--- config.mk ---
export PLATFORM = sky130hd
export DESIGN_NAME = dual_slot_animation_crossfade
export DESIGN_NICKNAME = d
export VERILOG_FILES = /design/src/rtl/core/dsac_pkg.sv /design/src/rtl/core/dual_slot_animation_crossfade.sv
export SDC_FILE = /design/constraint.sdc
export NUM_CORES = 2
export LEC_CHECK = 0
export ABC_AREA = 1
export ABC_CLOCK_PERIOD_IN_PS = 18340
export BUFFER_PORTS_ARGS = -buffer_cell sky130_fd_sc_hd__buf_4
export CORE_ASPECT_RATIO = 1.1
export CORE_MARGIN = 2
export CORE_UTILIZATION = 61
export CTS_CLUSTER_DIAMETER = 80
export CTS_CLUSTER_SIZE = 25
export DETAILED_ROUTE_END_ITERATION = 7
export PLACE_DENSITY_LB_ADDON = 0.1
export SYNTH_ARGS = -nofsm -noshare
export SYNTH_HDL_FRONTEND = slang
export SYNTH_SLANG_ARGS = --single-unit
--- constraint.sdc ---
create_clock -name clk -period 18.34 [get_ports clk]
set_clock_uncertainty 0.05 [all_clocks]
set_input_delay 0.917 -clock clk [delete_from_list [all_inputs] [get_ports clk]]
set_output_delay 0.917 -clock clk [all_outputs]
set_load 0.02 [all_outputs]
--- src/rtl/core/dsac_pkg.sv ---
// Package for the dual-slot animation crossfade block.
// Holds the transfer payload types, the operation and register codes and
// datapath widths. It depends on nothing.
`default_nettype none

package dsac_pkg;

	// Fixed-point position format and field widths
	localparam int POS_FRAC_BITS = 16;
	localparam int POS_W         = 32;
	localparam int DT_W          = 20;
	localparam int FT_W          = 20;
	localparam int FR_W          = 16;
	localparam int DUR_W         = 24;
	localparam int FADE_W        = 24;
	localparam int FACT_W        = 17;
	localparam int FACT_FRAC     = 16;
	localparam int SLOT_CNT      = 2;

	// Datapath widths derived from the position format
	localparam int DELTA_W    = DT_W + POS_FRAC_BITS;
	localparam int IDX_W      = ((DELTA_W > POS_W) ? DELTA_W : POS_W) + 1;
	localparam int HI_W       = IDX_W - POS_FRAC_BITS;
	localparam int WRAP_W     = FR_W + POS_FRAC_BITS;
	localparam int FNUM_W     = FADE_W + FACT_FRAC;
	localparam int DIV_NW_A   = (DELTA_W > HI_W) ? DELTA_W : HI_W;
	localparam int DIV_NW     = (DIV_NW_A > FNUM_W) ? DIV_NW_A : FNUM_W;
	localparam int DIV_DW_A   = (FT_W > FR_W) ? FT_W : FR_W;
	localparam int DIV_DW     = (DIV_DW_A > DUR_W) ? DIV_DW_A : DUR_W;
	localparam int DIV_CNT_W  = $clog2(DIV_NW + 1);
	localparam int CFG_DATA_W = DUR_W;

	localparam logic [FACT_W-1:0] FACT_ONE = FACT_W'(1) << FACT_FRAC;

	// Operation codes
	typedef enum logic [1:0] {
		OP_TICK   = 2'd0,
		OP_PUSH   = 2'd1,
		OP_SWITCH = 2'd2,
		OP_SET    = 2'd3
	} op_t;

	// Configuration register indexes
	localparam logic CFG_BLEND_DURATION = 1'b0;
	localparam logic CFG_BLEND_CURVE    = 1'b1;

	// Input item
	typedef struct packed {
		logic [1:0]      operation;
		logic [DT_W-1:0] tick_us;
		logic            anim_present;
		logic [FR_W-1:0] anim_frames;
		logic [FT_W-1:0] anim_frame_time_us;
		logic            anim_loops;
		logic            anim_manual;
		logic            anim_blend_in_ok;
		logic            anim_blend_out_ok;
		logic            target_slot;
		logic [POS_W-1:0] new_position;
	} dsac_in_t;

	// Result item
	typedef struct packed {
		logic [FACT_W-1:0] fade_factor;
		logic [POS_W-1:0]  position_a;
		logic [POS_W-1:0]  position_b;
		logic              a_occupied;
		logic              b_occupied;
	} dsac_out_t;

	// Per-slot animation description
	typedef struct packed {
		logic            occupied;
		logic            loops;
		logic            manual;
		logic            in_ok;
		logic            out_ok;
		logic [FR_W-1:0] frames;
		logic [FT_W-1:0] frame_time;
	} slot_t;

	// Saturate a wide position to the 32-bit port range
	function automatic logic [POS_W-1:0] sat_pos(input logic [IDX_W-1:0] v);
		logic [POS_W-1:0] r;
		if (v > IDX_W'({POS_W{1'b1}})) begin
			r = {POS_W{1'b1}};
		end else begin
			r = v[POS_W-1:0];
		end
		return r;
	endfunction

endpackage

`default_nettype wire

--- src/rtl/core/dual_slot_animation_crossfade.sv ---
// Dual-slot animation crossfade controller: slot state, fade timer and one
// shared restoring divider run by a small sequencer. Depends on dsac_pkg.
// Push, switch and set compute the fade factor in the divider, saturate it and, with the
// squared curve, square it; zero blend duration skips all three. A tick first steps slots
// A and B (divide and add, a modulo divide when looping), then the fade timer and factor.
// Throughput: one item at a time; in_stall stays high until the result sits in the
// output register. Reset clears both slots, the fade timer and the configuration at once.
`default_nettype none

module dual_slot_animation_crossfade (
	input  wire logic              clk,
	input  wire logic              arst_n,
	input  wire logic              in_valid,
	output logic                   in_stall,
	input  wire dsac_pkg::dsac_in_t in_item,
	output logic                   out_valid,
	input  wire logic              out_stall,
	output dsac_pkg::dsac_out_t    out_item,
	input  wire logic              cfg_we,
	input  wire logic              cfg_index,
	input  wire logic [dsac_pkg::CFG_DATA_W-1:0] cfg_data
);
	import dsac_pkg::*;

	typedef enum logic [13:0] {
		S_IDLE   = 14'h0001,
		S_EXEC   = 14'h0002,
		S_SLOT   = 14'h0004,
		S_DIVD   = 14'h0008,
		S_ADD    = 14'h0010,
		S_POS    = 14'h0020,
		S_DIVM   = 14'h0040,
		S_WRAP   = 14'h0080,
		S_FADE   = 14'h0100,
		S_FACTOR = 14'h0200,
		S_DIVF   = 14'h0400,
		S_SAT    = 14'h0800,
		S_SQR    = 14'h1000,
		S_OUT    = 14'h2000
	} state_t;

	state_t              state_q, state_d;
	logic                slot_sel_q;
	dsac_in_t            item_q;
	slot_t               slots_q [SLOT_CNT];
	logic [POS_W-1:0]    pos_q [SLOT_CNT];
	logic [FADE_W-1:0]   fade_q;
	logic [DUR_W-1:0]    dur_q;
	logic                curve_q;
	logic [DIV_NW-1:0]   div_num_q;
	logic [DIV_DW-1:0]   div_rem_q;
	logic [DIV_DW-1:0]   div_den_q;
	logic [DIV_CNT_W-1:0] div_cnt_q;
	logic [IDX_W-1:0]    idx_q;
	logic [FACT_W-1:0]   fact_q;
	logic                out_valid_q;
	dsac_out_t           out_item_q;

	slot_t               cur;
	logic [FT_W-1:0]     ft_eff;
	logic [FR_W-1:0]     fr_eff;
	logic                slot_go;
	logic                slot_done;
	logic                div_ld;
	logic [DIV_NW-1:0]   div_ld_num;
	logic [DIV_DW-1:0]   div_ld_den;
	logic [DIV_CNT_W-1:0] div_ld_cnt;
	logic                div_run;
	logic [DIV_DW+1:0]   div_sub;
	logic                div_ge;
	logic [WRAP_W-1:0]   last_pos;
	logic [IDX_W-1:0]    clamp_pos;
	logic [IDX_W-1:0]    wrap_pos;
	logic [FADE_W:0]     fade_sum;
	logic [2*FACT_W-1:0] fact_sq;
	logic                out_load;
	logic                in_accept;

	// Handshake
	assign in_stall  = (state_q != S_IDLE);
	assign in_accept = in_valid && !in_stall;
	assign out_valid = out_valid_q;
	assign out_item  = out_item_q;
	assign out_load  = (state_q == S_OUT) && (!out_valid_q || !out_stall);

	// Selected slot, with zero frame time and zero frame count taken as one
	assign cur     = slots_q[slot_sel_q];
	assign ft_eff  = (cur.frame_time == '0) ? FT_W'(1) : cur.frame_time;
	assign fr_eff  = (cur.frames == '0) ? FR_W'(1) : cur.frames;
	assign slot_go = cur.occupied && !cur.manual && (slot_sel_q || (fade_q < dur_q));

	// Clamp and wrap candidates for the position update
	assign last_pos  = WRAP_W'(fr_eff - FR_W'(1)) << POS_FRAC_BITS;
	assign clamp_pos = (idx_q > IDX_W'(last_pos)) ? IDX_W'(last_pos) : idx_q;
	assign wrap_pos  = IDX_W'({div_rem_q[FR_W-1:0], idx_q[POS_FRAC_BITS-1:0]});

	// Fade timer sum and squared factor
	assign fade_sum = {1'b0, fade_q} + (FADE_W+1)'(item_q.tick_us);
	assign fact_sq  = fact_q * fact_q;

	// Shared restoring divider step: one quotient bit per cycle
	assign div_run = ((state_q == S_DIVD) || (state_q == S_DIVM) || (state_q == S_DIVF))
		&& (div_cnt_q != '0);
	assign div_sub = {1'b0, div_rem_q, div_num_q[DIV_NW-1]} - {2'b00, div_den_q};
	assign div_ge  = !div_sub[DIV_DW+1];

	// Sequencer: next state and divider loads
	always_comb begin
		state_d    = state_q;
		slot_done  = 1'b0;
		div_ld     = 1'b0;
		div_ld_num = '0;
		div_ld_den = '0;
		div_ld_cnt = '0;
		unique case (state_q)
			S_IDLE: begin
				if (in_accept) state_d = S_EXEC;
			end
			S_EXEC: begin
				state_d = (op_t'(item_q.operation) == OP_TICK) ? S_SLOT : S_FACTOR;
			end
			S_SLOT: begin
				if (slot_go) begin
					div_ld     = 1'b1;
					div_ld_num = DIV_NW'(item_q.tick_us) << (DIV_NW - DT_W);
					div_ld_den = DIV_DW'(ft_eff);
					div_ld_cnt = DIV_CNT_W'(DELTA_W);
					state_d    = S_DIVD;
				end else begin
					slot_done = 1'b1;
				end
			end
			S_DIVD: begin
				if (div_cnt_q == '0) state_d = S_ADD;
			end
			S_ADD: begin
				state_d = S_POS;
			end
			S_POS: begin
				if (cur.loops) begin
					div_ld     = 1'b1;
					div_ld_num = DIV_NW'(idx_q[IDX_W-1:POS_FRAC_BITS]) << (DIV_NW - HI_W);
					div_ld_den = DIV_DW'(fr_eff);
					div_ld_cnt = DIV_CNT_W'(HI_W);
					state_d    = S_DIVM;
				end else begin
					slot_done = 1'b1;
				end
			end
			S_DIVM: begin
				if (div_cnt_q == '0) state_d = S_WRAP;
			end
			S_WRAP: begin
				slot_done = 1'b1;
			end
			S_FADE: begin
				state_d = S_FACTOR;
			end
			S_FACTOR: begin
				if (dur_q == '0) begin
					state_d = S_OUT;
				end else begin
					div_ld     = 1'b1;
					div_ld_num = DIV_NW'(fade_q) << (DIV_NW - FADE_W);
					div_ld_den = DIV_DW'(dur_q);
					div_ld_cnt = DIV_CNT_W'(FNUM_W);
					state_d    = S_DIVF;
				end
			end
			S_DIVF: begin
				if (div_cnt_q == '0) state_d = S_SAT;
			end
			S_SAT: begin
				state_d = curve_q ? S_SQR : S_OUT;
			end
			S_SQR: begin
				state_d = S_OUT;
			end
			S_OUT: begin
				if (out_load) state_d = S_IDLE;
			end
			default: begin
				state_d = S_IDLE;
			end
		endcase
		// Move from slot A to slot B, then on to the fade timer
		if (slot_done) state_d = slot_sel_q ? S_FADE : S_SLOT;
	end

	// Control and architectural state
	always_ff @(posedge clk or negedge arst_n) begin
		if (!arst_n) begin
			state_q     <= S_IDLE;
			slot_sel_q  <= 1'b0;
			fade_q      <= '0;
			dur_q       <= '0;
			curve_q     <= 1'b0;
			out_valid_q <= 1'b0;
			for (int i = 0; i < SLOT_CNT; i++) begin
				slots_q[i] <= '0;
				pos_q[i]   <= '0;
			end
		end else begin
			state_q <= state_d;

			// Write configuration registers
			if (cfg_we) begin
				unique case (cfg_index)
					CFG_BLEND_DURATION: dur_q   <= cfg_data[DUR_W-1:0];
					CFG_BLEND_CURVE:    curve_q <= cfg_data[0];
					default:            dur_q   <= dur_q;
				endcase
			end

			// Advance slot select
			if (state_q == S_EXEC) begin
				slot_sel_q <= 1'b0;
			end else if (slot_done) begin
				slot_sel_q <= 1'b1;
			end

			// Execute push, switch and set
			if (state_q == S_EXEC) begin
				unique case (op_t'(item_q.operation))
					OP_TICK: begin
						fade_q <= fade_q;
					end
					OP_PUSH: begin
						pos_q[1] <= '0;
						if (item_q.anim_present) begin
							slots_q[1] <= '{occupied: 1'b1,
								loops: item_q.anim_loops,
								manual: item_q.anim_manual,
								in_ok: item_q.anim_blend_in_ok,
								out_ok: item_q.anim_blend_out_ok,
								frames: item_q.anim_frames,
								frame_time: item_q.anim_frame_time_us};
						end else begin
							slots_q[1] <= '0;
						end
						// Force the fade to full when either side cannot blend
						if ((slots_q[0].occupied && !slots_q[0].out_ok) ||
							(item_q.anim_present && !item_q.anim_blend_in_ok)) begin
							fade_q <= dur_q;
						end
					end
					OP_SWITCH: begin
						slots_q[0] <= slots_q[1];
						pos_q[0]   <= pos_q[1];
						slots_q[1] <= '0;
						pos_q[1]   <= '0;
						fade_q     <= '0;
					end
					OP_SET: begin
						pos_q[item_q.target_slot] <= item_q.new_position;
					end
				endcase
			end

			// Store advanced positions
			if ((state_q == S_POS) && !cur.loops) begin
				pos_q[slot_sel_q] <= sat_pos(clamp_pos);
			end
			if (state_q == S_WRAP) begin
				pos_q[slot_sel_q] <= sat_pos(wrap_pos);
			end

			// Advance the fade timer, saturating at the duration
			if (state_q == S_FADE) begin
				fade_q <= (fade_sum < {1'b0, dur_q}) ? fade_sum[FADE_W-1:0] : dur_q;
			end

			// Hold the result until the downstream transfer
			if (out_load) begin
				out_valid_q <= 1'b1;
			end else if (!out_stall) begin
				out_valid_q <= 1'b0;
			end
		end
	end

	// Datapath registers
	always_ff @(posedge clk) begin
		if (in_accept) item_q <= in_item;

		// Load or step the divider
		if (div_ld) begin
			div_num_q <= div_ld_num;
			div_den_q <= div_ld_den;
			div_rem_q <= '0;
			div_cnt_q <= div_ld_cnt;
		end else if (div_run) begin
			div_num_q <= {div_num_q[DIV_NW-2:0], div_ge};
			div_rem_q <= div_ge ? div_sub[DIV_DW-1:0]
				: {div_rem_q[DIV_DW-2:0], div_num_q[DIV_NW-1]};
			div_cnt_q <= div_cnt_q - DIV_CNT_W'(1);
		end

		// Add the frame step to the position
		if (state_q == S_ADD) begin
			idx_q <= IDX_W'(pos_q[slot_sel_q]) + IDX_W'(div_num_q[DELTA_W-1:0]);
		end

		// Fade factor: one at zero duration, else saturate, then square when selected
		if ((state_q == S_FACTOR) && (dur_q == '0)) begin
			fact_q <= FACT_ONE;
		end
		if (state_q == S_SAT) begin
			fact_q <= (div_num_q[FNUM_W-1:0] > FNUM_W'(FACT_ONE)) ? FACT_ONE
				: div_num_q[FACT_W-1:0];
		end
		if (state_q == S_SQR) begin
			fact_q <= fact_sq[FACT_FRAC+FACT_W-1:FACT_FRAC];
		end

		// Capture the result
		if (out_load) begin
			out_item_q <= '{fade_factor: fact_q,
				position_a: pos_q[0],
				position_b: pos_q[1],
				a_occupied: slots_q[0].occupied,
				b_occupied: slots_q[1].occupied};
		end
	end

	// Accepted item always starts execution next cycle
	a_accept_exec: assert property (@(posedge clk) disable iff (!arst_n)
		in_accept |=> (state_q == S_EXEC))
		else $error("accepted item did not start execution");

	// Divider never runs against a zero divisor
	a_div_nonzero: assert property (@(posedge clk) disable iff (!arst_n)
		((state_q == S_DIVD) || (state_q == S_DIVM) || (state_q == S_DIVF))
		|-> (div_den_q != '0))
		else $error("divider running with zero divisor");

	// Fade factor is within 0..1.0 when the result is captured
	a_fact_range: assert property (@(posedge clk) disable iff (!arst_n)
		(state_q == S_OUT) |-> (fact_q <= FACT_ONE))
		else $error("fade factor above one");

	// A new result only appears from the output state
	a_out_source: assert property (@(posedge clk) disable iff (!arst_n)
		$rose(out_valid_q) |-> $past(state_q == S_OUT))
		else $error("result raised outside output state");

endmodule

`default_nettype wire

# After elaboration in Yosys (flattened, before gate mapping)
# Index checks and enable logic that the tools add are counted.
# totals
out_inout_bits	85
elab_cells	211
register_bits	538
in_bits	126
# classes
n_eq_ne	28
n_reduce_logical	43
mul	1
bitwise_logic	3
add_sub_neg	5
n_lt_le_gt_ge	10
muxes	77
# ops
cell	count
32-bit two-way mux	9
40-bit two-way mux	5
14-bit one-hot mux with 14 select lines	1
64-bit bitwise mux	3
64-bit two-way mux	3
41-bit two-way mux	4
24-bit two-way mux	6
14-bit two-way mux	10
32-bit one-hot mux with 2 select lines	2
40-bit one-hot mux with 3 select lines	1
41-bit one-hot mux with 2 select lines	1
24-bit one-hot mux with 3 select lines	1
17-bit two-way mux	4
32-bit demux with 1-bit select	2
24-bit one-hot mux with 2 select lines	1
40-bit by 17-bit greater-than comparator with 1-bit output, second input constant	1
20-bit two-way mux	2
32-bit by 36-bit adder with 37-bit output	1
37-bit by 32-bit greater-than comparator with 1-bit output	1
37-bit by 32-bit greater-than comparator with 1-bit output, second input constant	1
37-bit two-way mux	1
17-bit by 17-bit multiplier with 33-bit output	1
32-bit greater-than comparator, second input constant	1
16-bit two-way mux	2
53 further kinds	103

# Depth between registers and ports, before layout
# depth
word_depth	16
ltp_mapped	32
depth_no_buf	29

# Least setup slack after synthesis
# OpenSTA, ideal clock, no wires.
# synth_timing
kind	input -> register
from	input out_stall
to	register item_q[0] (netlist name) (enable)
n_path_buf	0
setup_time_ns	0.552
t_arrival_ns	5.501
stages	7
required_time_ns	17.738
slack_ns	12.237
path_cell_list	nand2_1 inv_1 nand2_1 nand2_1 a21oi_1 o211ai_2 nor2_1
# synth_rtl
item	line	source
start, declared	dual_slot_animation_crossfade.sv:17	input wire logic out_stall,
end signal, assigned	dual_slot_animation_crossfade.sv:284	if (in_accept) item_q <= in_item;
end, declared	dual_slot_animation_crossfade.sv:44	dsac_in_t item_q;

# Worst setup path after layout
# layout_timing
from	register fact_q[3]
to	register fact_q[15], data pin
# layout_via
elab_chain_len	2
# layout_lines
item	line	source
start, declared	dual_slot_animation_crossfade.sv:55	logic [FACT_W-1:0] fact_q;
start signal, assigned	dual_slot_animation_crossfade.sv:309	fact_q <= (div_num_q[FNUM_W-1:0] > FNUM_W'(FACT_ONE)) ? FACT_ONE
start signal, assigned	dual_slot_animation_crossfade.sv:313	fact_q <= fact_sq[FACT_FRAC+FACT_W-1:FACT_FRAC];
17-bit by 17-bit multiplier with 33-bit output	dual_slot_animation_crossfade.sv:99	assign fact_sq = fact_q * fact_q;
17-bit two-way mux	dual_slot_animation_crossfade.sv:312	if (state_q == S_SQR) begin
# Every way passes these cells.
# A chain may end at the register's enable or synchronous reset.

==> key figures <==
Route
  • Total number of vias: 32,813
  • Initial drt markers: 3,125
  • Final ANT Viol Nets: 0
  • DRC: 0
  • DRT Pass-1 Iters: 8
  • Per-cell routed wire length: 20.90 um
  • Drt total wl: 116,200 um
  • Via density per instance: 5.901

Job
  • Max Cap Violations: 0

Setup path
  • Setup slack, reg-to-reg: 11.72 ns
  • CP Capture Type: register
  • Critical path class: reg -> reg
  • Reg-to-Reg Start: fact_q[3]$_DFFE_PP_
  • Required @ worst endpoint: 18.61 ns
  • Worst Setup Start Kind: register
  • R2R depth: 21
  • Crit-path max FO: 19
  • FF-to-FF End: fact_q[15]$_DFFE_PP_
  • WP data arrival: 6.90 ns

Synth
  • Post-synth EDFFs: 303
  • Cell Area, Synth: 38,570 sq um
  • Synth async-reset ratio: 38.99%
  • Main synth FF type: edfxtp_1
  • Syn Inst Count: 4,589
  • Synth unique cells: 67
  • Seq/Total Area, Yosys: 38.40%
  • Synthesized flop and latch total: 536
  • Yosys Warn Count: 0
  • Syn_area_per_cell: 8.404 sq um
  • Post-Syn Nets: 5,158

Placed design
  • Cells after DPL: 5,493
  • HPWL after DPL: 87,410 um
  • Port bufs: 210
  • Gp weighted congestion: 0.9695

Outcome
  • Outcome: finished clean

Cells and area
  • Fraction of layout cells with a size suffix above 1: 7.995%
  • Area delta synth->final: 9.081%
  • Fin cells: 5,561
  • Number of diodes: 0
  • Final net count: 5,268

Global routing
  • Overall global routing resource usage: 35.77%
  • Total gr overflow: 0
  • Largest net degree at the start of global routing: 85
  • Initial antenna violation count: 0
  • Vias in the first global route: 31,553
  • First-pass GRT wire length: 180,100 um

Power
  • Pwr Total: 6.099 mW
  • Leakage power: 19.55 nW
  • Worst vdd ir: 0.1119 mV
  • PwrDens: 145.0 nW/um^2

Clock tree
  • CTS tree: done
  • Hold buffers post-CTS: 0
  • Cts repair resizes: 0
  • CTS Buf Count: 37
  • Worst-skew pair later-pin latency: 0.61 ns
  • Clock Pin Slew Worst Setup and Hold Paths: 0.09 ns
  • Clock Tree Buf Depth: 3
  • H-Tree Depth: 2
  • Setup Buffers After CTS: 0
  • Root cell of the clock tree: clkbuf_16
  • Clock sinks: 536

Floorplanning
  • Die Ht: 267.7 um
  • Num rows: 96
  • Core area: 62,460 sq um
  • Die width: 243.7 um
  • # IOs: 211
  • Starting Density: 61.74%
  • DIE AREA: 65,250 sq um

STA
  • F_max: 0.1509 GHz
  • Final setup vio count: 0
  • Max Slew Vio Count: 0
  • Worst slew margin: 21.97%
  • RSZ-0062 raised after global routing: false
  • Tmin final: 6.625 ns
  • Fin Setup TNS: 0 ns
  • Worst-Margin Slew: 1.168 ns
  • Hold violation count in the final report: 0
  • Period Utilization, post-route: 36.12%

Hold path
  • Worst min-delay path category: in -> async
[per-stage QoR]
step	worst slack, ns	util (%)	cell area (sq um)	hold slack [ns]
after floorplan	12.24	-	38570	0.3744
after global placement	11.88	65.30	40790	0.3875
after detailed placement	11.79	65.30	40790	0.3898
after CTS	11.77	67.35	42070	0.2459
after global routing	11.27	67.35	42070	0.2668
final	11.72	67.35	42070	0.2140
[critical path, stage by stage, from the launching register on]
cell	delay [ns]
edfxtp_1	0.98
nand2_1	0.19
fa_1	0.57
inv_1	0.08
fa_1	0.51
fa_1	0.53
fa_1	0.55
inv_1	0.05
fa_1	0.55
inv_1	0.06
fa_1	0.49
ha_1	0.38
nand2_1	0.16
inv_1	0.05
a21oi_1	0.24
nor2_1	0.08
nor2_1	0.09
nor2_1	0.05
a2111oi_0	0.44
nand3_1	0.13
nand2_1	0.08
o21ai_0	0.07
[per-layer routing]
metal / track usage (%) / wire length, um
met5: 0 / 0
met2: 59.52 / 55200
met3: 5.181 / 9697
met1: 46.66 / 45280
met4: 16.30 / 6047
[layout make-up]
cell class | count | area [sq um]
repair buffers | 249 | 1877
clock inverters | 21 | 231.5
multi-input cells | 3102 | 20150
fillers | 5296 | 20390
clock buffers | 47 | 1047
flip-flops and latches | 536 | 14810
well taps | 833 | 1042
inverters | 773 | 2902
[flip-flops by register name (all words and copies together) (netlist names)]
name        cells
div_den_q      24
fade_q         24
div_rem_q      24
slot_sel_q      1
div_cnt_q       6
curve_q         1
fact_q         17
slots_q        80
item_q         96
pos_q          64
div_num_q      40
dur_q          24
out_item       83
out_valid       1
idx_q          37
state_q        14
[cells in the final DEF (no fill, tap or decap), drive strengths merged, types with 61 or more instances in the layout]
cell type and instances:
nor2 296, o21ai 340, inv 786, dfrtp 208, buf 249, o22ai 61, fa 193, edfxtp 303
ha 250, xor2 72, nand3 240, a21oi 305, nand2 938
[cell usage after synthesis, drive strengths merged, types with 24 or more instances]
library cell / instances / area (sq um)
o21ai: 340 / 1709
nor4: 30 / 187.7
nand3: 240 / 1206
a31oi: 39 / 244.0
ha: 250 / 3128
fa: 193 / 3864
a21oi: 305 / 1526
o22ai: 61 / 381.6
dfrtp: 208 / 5205
nand3b: 24 / 180.2
inv: 770 / 2890
nor2: 296 / 1161
o21bai: 25 / 187.7
clkbuf: 132 / 495.5
edfxtp: 303 / 9099
nand2: 938 / 3541
a22oi: 28 / 210.2
buf: 46 / 267.7
nand4: 37 / 250.2
dfxtp: 24 / 480.5
xor2: 72 / 630.6
xnor2: 27 / 236.5
nor3: 46 / 261.5
o211ai: 41 / 312.8
[how the worst max path moves through the flow]
stage | from | endpoint | slack, ns | cells after the start
after detailed placement | fact_q[3]$_DFFE_PP_ | fact_q[15]$_DFFE_PP_ | 11.79 | 21
after CTS | fact_q[3]$_DFFE_PP_ | fact_q[15]$_DFFE_PP_ | 11.77 | 21
final | fact_q[3]$_DFFE_PP_ | fact_q[15]$_DFFE_PP_ | 11.72 | 21
after global placement | fact_q[3]$_DFFE_PP_ | fact_q[15]$_DFFE_PP_ | 11.88 | 21
after global routing | fact_q[3]$_DFFE_PP_ | fact_q[15]$_DFFE_PP_ | 11.27 | 21
after floorplan | out_stall | item_q[0]$_DFFE_PP_ | 12.24 | 7
[power by group]
| group | internal [mW] | total (mW) | switching (mW) | leakage, nW |
|---|---|---|---|---|
| clock | 0.433 | 0.919 | 0.487 | 0.627 |
| sequential | 1.67 | 1.97 | 0.294 | 5.62 |
| combinational | 1.07 | 3.21 | 2.14 | 13.3 |
[cells by family (layout without fill, tap and decap cells)]
kind of cell / Yosys count / after routing / share of synthesized area, %
xor gates and xnor gates: 99 / 99 / 2.248
muxes: 1 / 1 / 0.02920
adders and majority gates: 443 / 443 / 18.13
DFF: 536 / 536 / 38.40
and+or+nand+nor: 1629 / 1629 / 17.90
buffers and inverters: 951 / 1090 / 9.503
AOI/OAI and AO/OA: 930 / 930 / 13.79
Note: power is estimated with default switching activity, not from simulation.
